==> config.mk <==
export PLATFORM = sky130hd
export DESIGN_NAME = bqfs_stats
export DESIGN_NICKNAME = d
export VERILOG_FILES = /design/src/bqfs_pkg.sv /design/src/bqfs_stats.sv
export SDC_FILE = /design/constraint.sdc
export NUM_CORES = 1
export LEC_CHECK = 0
export BUFFER_PORTS_ARGS = -buffer_cell sky130_fd_sc_hd__clkbuf_2
export CAP_MARGIN = 15
export CORE_ASPECT_RATIO = 2
export CORE_MARGIN = 2
export CORE_UTILIZATION = 35
export DETAILED_ROUTE_END_ITERATION = 7
export GPL_ROUTABILITY_DRIVEN = 1
export HOLD_SLACK_MARGIN = 0.05
export SYNTH_ARGS = -nofsm -noshare
export SYNTH_HDL_FRONTEND = slang
export SYNTH_SLANG_ARGS = --single-unit
==> constraint.sdc <==
create_clock -name aclk -period 3.5 [get_ports aclk]
set_clock_uncertainty 0.15 [all_clocks]
set_input_delay 0.175 -clock aclk [delete_from_list [all_inputs] [get_ports aclk]]
set_output_delay 0.175 -clock aclk [all_outputs]
set_load 0.03 [all_outputs]
==> src/bqfs_pkg.sv <==
// Shared types, codes and helpers for the bounded queue server.
// No dependencies; used by every module of the block but the tag store.
package bqfs_pkg;

    localparam int S_TDATA_W = 64;
    localparam int S_TUSER_W = 1;
    localparam int M_TDATA_W = 224;
    localparam int M_TUSER_W = 2;
    localparam int CFG_AW    = 1;
    localparam int CFG_DW    = 24;
    localparam int LIMIT_W   = 11;
    localparam int SVC_W     = 24;
    localparam int OCC_W     = 11;
    localparam int SUM_W     = 48;

    // input word kinds
    localparam logic MODE_TICK    = 1'b0;
    localparam logic MODE_ARRIVAL = 1'b1;

    // configuration register indexes
    localparam logic [CFG_AW-1:0] REG_QUEUE_LIMIT  = 1'b0;
    localparam logic [CFG_AW-1:0] REG_SERVICE_TIME = 1'b1;

    // per-word events handed to the statistics counters
    typedef struct packed {
        logic fire;
        logic is_tick;
        logic idle;
        logic arrival;
        logic drop;
    } stat_evt_t;

    function automatic logic [31:0] sat_inc32(input logic [31:0] v);
        return (v == '1) ? v : v + 32'd1;
    endfunction

endpackage

==> src/bqfs_stats.sv <==
// Saturating drop, arrival, idle and occupancy-sum counters.
// Depends on bqfs_pkg for the event struct and the increment helper.
module bqfs_stats #(
    parameter int CW = 11
) (
    input  logic                    aclk,
    input  logic                    aresetn,
    input  bqfs_pkg::stat_evt_t     evt,
    input  logic [CW-1:0]           count,
    output logic [31:0]             drops_next,
    output logic [31:0]             arrivals_next,
    output logic [31:0]             idles_next,
    output logic [bqfs_pkg::SUM_W-1:0] occ_next
);

    localparam int SW = bqfs_pkg::SUM_W;

    logic [31:0]   drops_reg;
    logic [31:0]   arrivals_reg;
    logic [31:0]   idles_reg;
    logic [SW-1:0] occ_reg;
    logic [SW:0]   occ_sum;

    always_comb begin
        occ_sum       = {1'b0, occ_reg} + (SW+1)'(count);
        drops_next    = (evt.fire && evt.drop) ? bqfs_pkg::sat_inc32(drops_reg) : drops_reg;
        arrivals_next = (evt.fire && evt.arrival) ?
                        bqfs_pkg::sat_inc32(arrivals_reg) : arrivals_reg;
        idles_next    = (evt.fire && evt.idle) ? bqfs_pkg::sat_inc32(idles_reg) : idles_reg;
        occ_next      = occ_reg;
        if (evt.fire && evt.is_tick) begin
            occ_next = occ_sum[SW] ? '1 : occ_sum[SW-1:0];
        end
    end

    always_ff @(posedge aclk) begin
        if (!aresetn) begin
            drops_reg    <= '0;
            arrivals_reg <= '0;
            idles_reg    <= '0;
            occ_reg      <= '0;
        end else begin
            drops_reg    <= drops_next;
            arrivals_reg <= arrivals_next;
            idles_reg    <= idles_next;
            occ_reg      <= occ_next;
        end
    end

endmodule

==> flow_summary.ini <==
[floorplan]
dieArea_mm2 = 0.02428
ioPinCount = 162
die_x_um = 111.2
coreArea_mm2 = 0.02264
num_rows = 78
die_h_um = 218.4
initial_utilization = 0.3552

[placed_design]
io_buffers = 161
dpl_cell_area_mm2 = 0.009166
gp_congestion = 0.9155
dpl.hpwl_mm = 17.52

[synth]
synth_fp_nets = 986
syn_inst = 953
synth_ff_type = dfxtp_1
synthArstFlopShare = 0
yosys_warnings = 0
yosysSeqAreaShare = 0.3585
netlist_area_mm2 = 0.008041
synth_area_per_cell_um2 = 8.438
synth-edff-count = 0
synth_seq_cells = 144
yosys.cell_types.count = 60

[clock_network]
clk_latency_ns = 0.44
clk_pin_slew_ns = 0.06
cts_made_buffers = 17
cts_buffer_depth = 2
cts.sinks = 144
h-tree-depth = 4
cts_root_buf = clkbuf_16
cts_tree = yes

[grt]
grt_pass1_vias = 7581
grt.total_usage = 0.1929
grt_pass1_wl_mm = 37.41
grt_max_degree = 70
grt.overflow.total = 0
antenna_found_initial = 0

[worst_setup_path]
rr_startpoint = occ_reg[0]
setup.worst_path.start_class = input port
crit_path_end = occ_next[15]
startpoint = count[0]
worstSetupPathType = in2out
required_ns = 3.17
crit_arrival_ns = 3.04
crit_path_end_kind = output pin
r2r_cells = 11
crit_fanout = 21
r2r_slack_ns = 0.72
rr_endpoint = occ_reg[14]

[timing]
hold_viol = 0
setup-violations-final = 0
worst_slew_pin_slew_ns = 0.8016
drv_slew = 0
period_share = 0.9607
slew-limit-headroom = 0.4656
max_freq_mhz = 297.4
period_needed_ns = 3.362
rsz0062_at_grt = yes

[final_layout]
nets = 1144
num_antenna_cells = 0
areaGrowthSynthToFinish_pct = 23.18
drive_gt1_frac = 0.2184
most-common-layout-cells = clkbuf_2 (161), dfxtp_1 (144), and2_1 (105)
largest_reg_flops = 48
layout_commonest_cell = clkbuf_2
postLayoutCellArea_mm2 = 0.009906

[routing]
drt_wl_total_mm = 23.61
dr.pass1.iters = 5
num_vias = 7525
viasPerCell = 5.367
detail_route.wl_per_cell_um = 16.84
drtIter0Drc = 361
drc_errors = 0
ant_nets = 0

[pwr]
power_mw = 4.046
power_density_mw_per_mm2 = 408.4
leakage_nw = 4.300
ir_drop_mv = 0.3747

[hold_path]
min_path_type = in2reg

[run]
timing.max_cap.violations = 0

[outcome]
status = complete, no violations
==> worst min-delay path by stage <==
stage                         end           from  depth (start not counted)  slack [ns]
floorplan           drops_reg[17]  drops_reg[17]                          2        0.32
global placement    drops_reg[17]  drops_reg[17]                          2        0.34
detailed placement  drops_reg[17]  drops_reg[17]                          2        0.36
CTS                    occ_reg[1]       count[1]                          3        0.11
global route           occ_reg[1]       count[1]                          3        0.12
finish                 occ_reg[1]       count[1]                          3        0.12
==> cell usage after synthesis (2+ instances only) <==
master | instances | area, um2
dfxtp_1 | 144 | 2883
and2_1 | 105 | 656.9
nand2_1 | 85 | 319.1
xnor2_1 | 68 | 595.6
a21oi_1 | 58 | 290.3
nand3_1 | 54 | 270.3
xor2_1 | 54 | 473.0
clkbuf_1 | 41 | 153.9
nor2_1 | 37 | 138.9
nand4_1 | 35 | 219.0
nor3_1 | 34 | 170.2
a211oi_1 | 29 | 217.7
and3_1 | 19 | 118.9
and4_1 | 17 | 148.9
inv_1 | 17 | 63.81
a2111oi_0 | 15 | 131.4
nor4_1 | 15 | 93.84
ha_1 | 14 | 175.2
o21ai_0 | 9 | 45.04
a31oi_1 | 8 | 50.05
mux2_2 | 6 | 67.56
o221a_2 | 6 | 67.56
o22a_1 | 6 | 52.55
nand2b_1 | 5 | 31.28
or2_2 | 5 | 31.28
a21o_1 | 4 | 30.03
a311oi_1 | 4 | 35.03
nor2b_1 | 4 | 25.02
o211ai_1 | 4 | 30.03
o31ai_1 | 4 | 30.03
and3_2 | 3 | 22.52
mux2i_1 | 3 | 30.03
o2111ai_1 | 3 | 26.28
o21a_1 | 3 | 22.52
or3_1 | 3 | 18.77
buf_6 | 2 | 22.52
nand4b_1 | 2 | 17.52
nor3b_1 | 2 | 15.01
o22ai_1 | 2 | 12.51
o311a_1 | 2 | 20.02
o31a_1 | 2 | 17.52
or4_4 | 2 | 22.52
==> report_power, final <==
| group | internal, mW | switching (mW) | total, mW |
|---|---|---|---|
| clock network | 1.34 | 0.730 | 2.07 |
| registers | 1.65 | 0.0128 | 1.67 |
| logic | 0.104 | 0.204 | 0.308 |
==> area by class of cell <==
type | instances | area, um2
timing repair buffer | 183 | 1016
sequential | 144 | 2883
fill | 2329 | 12740
tap | 280 | 350.3
multi-input combinational | 748 | 4938
clock buffer | 18 | 439.2
inverter | 17 | 63.81
clock inverter | 12 | 215.2
==> kinds of logic (layout without fill, tap and decap cells) <==
kind of cell             count (synthesis)  in the layout  synth area share
buffers and inverters                   61            230           0.03081
AO/OA/AOI/OAI                          166            166            0.1416
multiplexers                             9              9           0.01214
XOR/XNOR                               122            122            0.1329
flip-flops                             144            144            0.3585
AND/OR/NAND/NOR                        436            436            0.2998
adder cells (fa/ha/maj)                 15             15           0.02427
==> repair_timing <==
action,CTS,global route
gates resized for setup,2,8
pin swaps,0,2
endpoints found under the hold margin,1,0
hold buffers,1,0
setup buffers,0,3
setup endpoints to repair,4,44
gates cloned,0,1
==> metal layers <==
layer  up-vias  GRT usage  share of wire  wire length, um
li1       3756          -              -                -
met1      3541     0.1908           0.37             8846
met2       185     0.3707           0.55            13020
met3        43    0.04548          0.041              968
met4         0    0.09465          0.033              779
met5         -          0              0                0
==> per-stage QoR <==
| step | cells | worst slack, ns | setup TNS (ns) | util | hold slack [ns] |
|---|---|---|---|---|---|
| 5_1_grt | 1402 | -0.05694 | -0.4613 | 0.4375 | 0.1242 |
| 6_report | 1402 | 0.1377 | 0 | 0.4375 | 0.1231 |
| 4_1_cts | 1398 | 0.01437 | 0 | 0.4344 | 0.1082 |
| 2_1_floorplan | 953 | 0.5341 | 0 | - | 0.3168 |
| 3_3_place_gp | 1367 | 0.5028 | 0 | 0.4048 | 0.3424 |
| 3_5_place_dp | 1367 | 0.4516 | 0 | 0.4048 | 0.3611 |
==> worst max-delay path, stage by stage <==
cell and delay (ns):
dlygate4sd3_1 0.53, clkbuf_2 0.10, ha_1 0.22, fa_1 0.41
a21o_1 0.22, nor2b_2 0.18, o21ai_2 0.19, buf_4 0.21
a211oi_2 0.09, nand4_1 0.23, buf_12 0.20, nand2_1 0.08
clkbuf_2 0.19
Power figures use the tool's default switching activity.
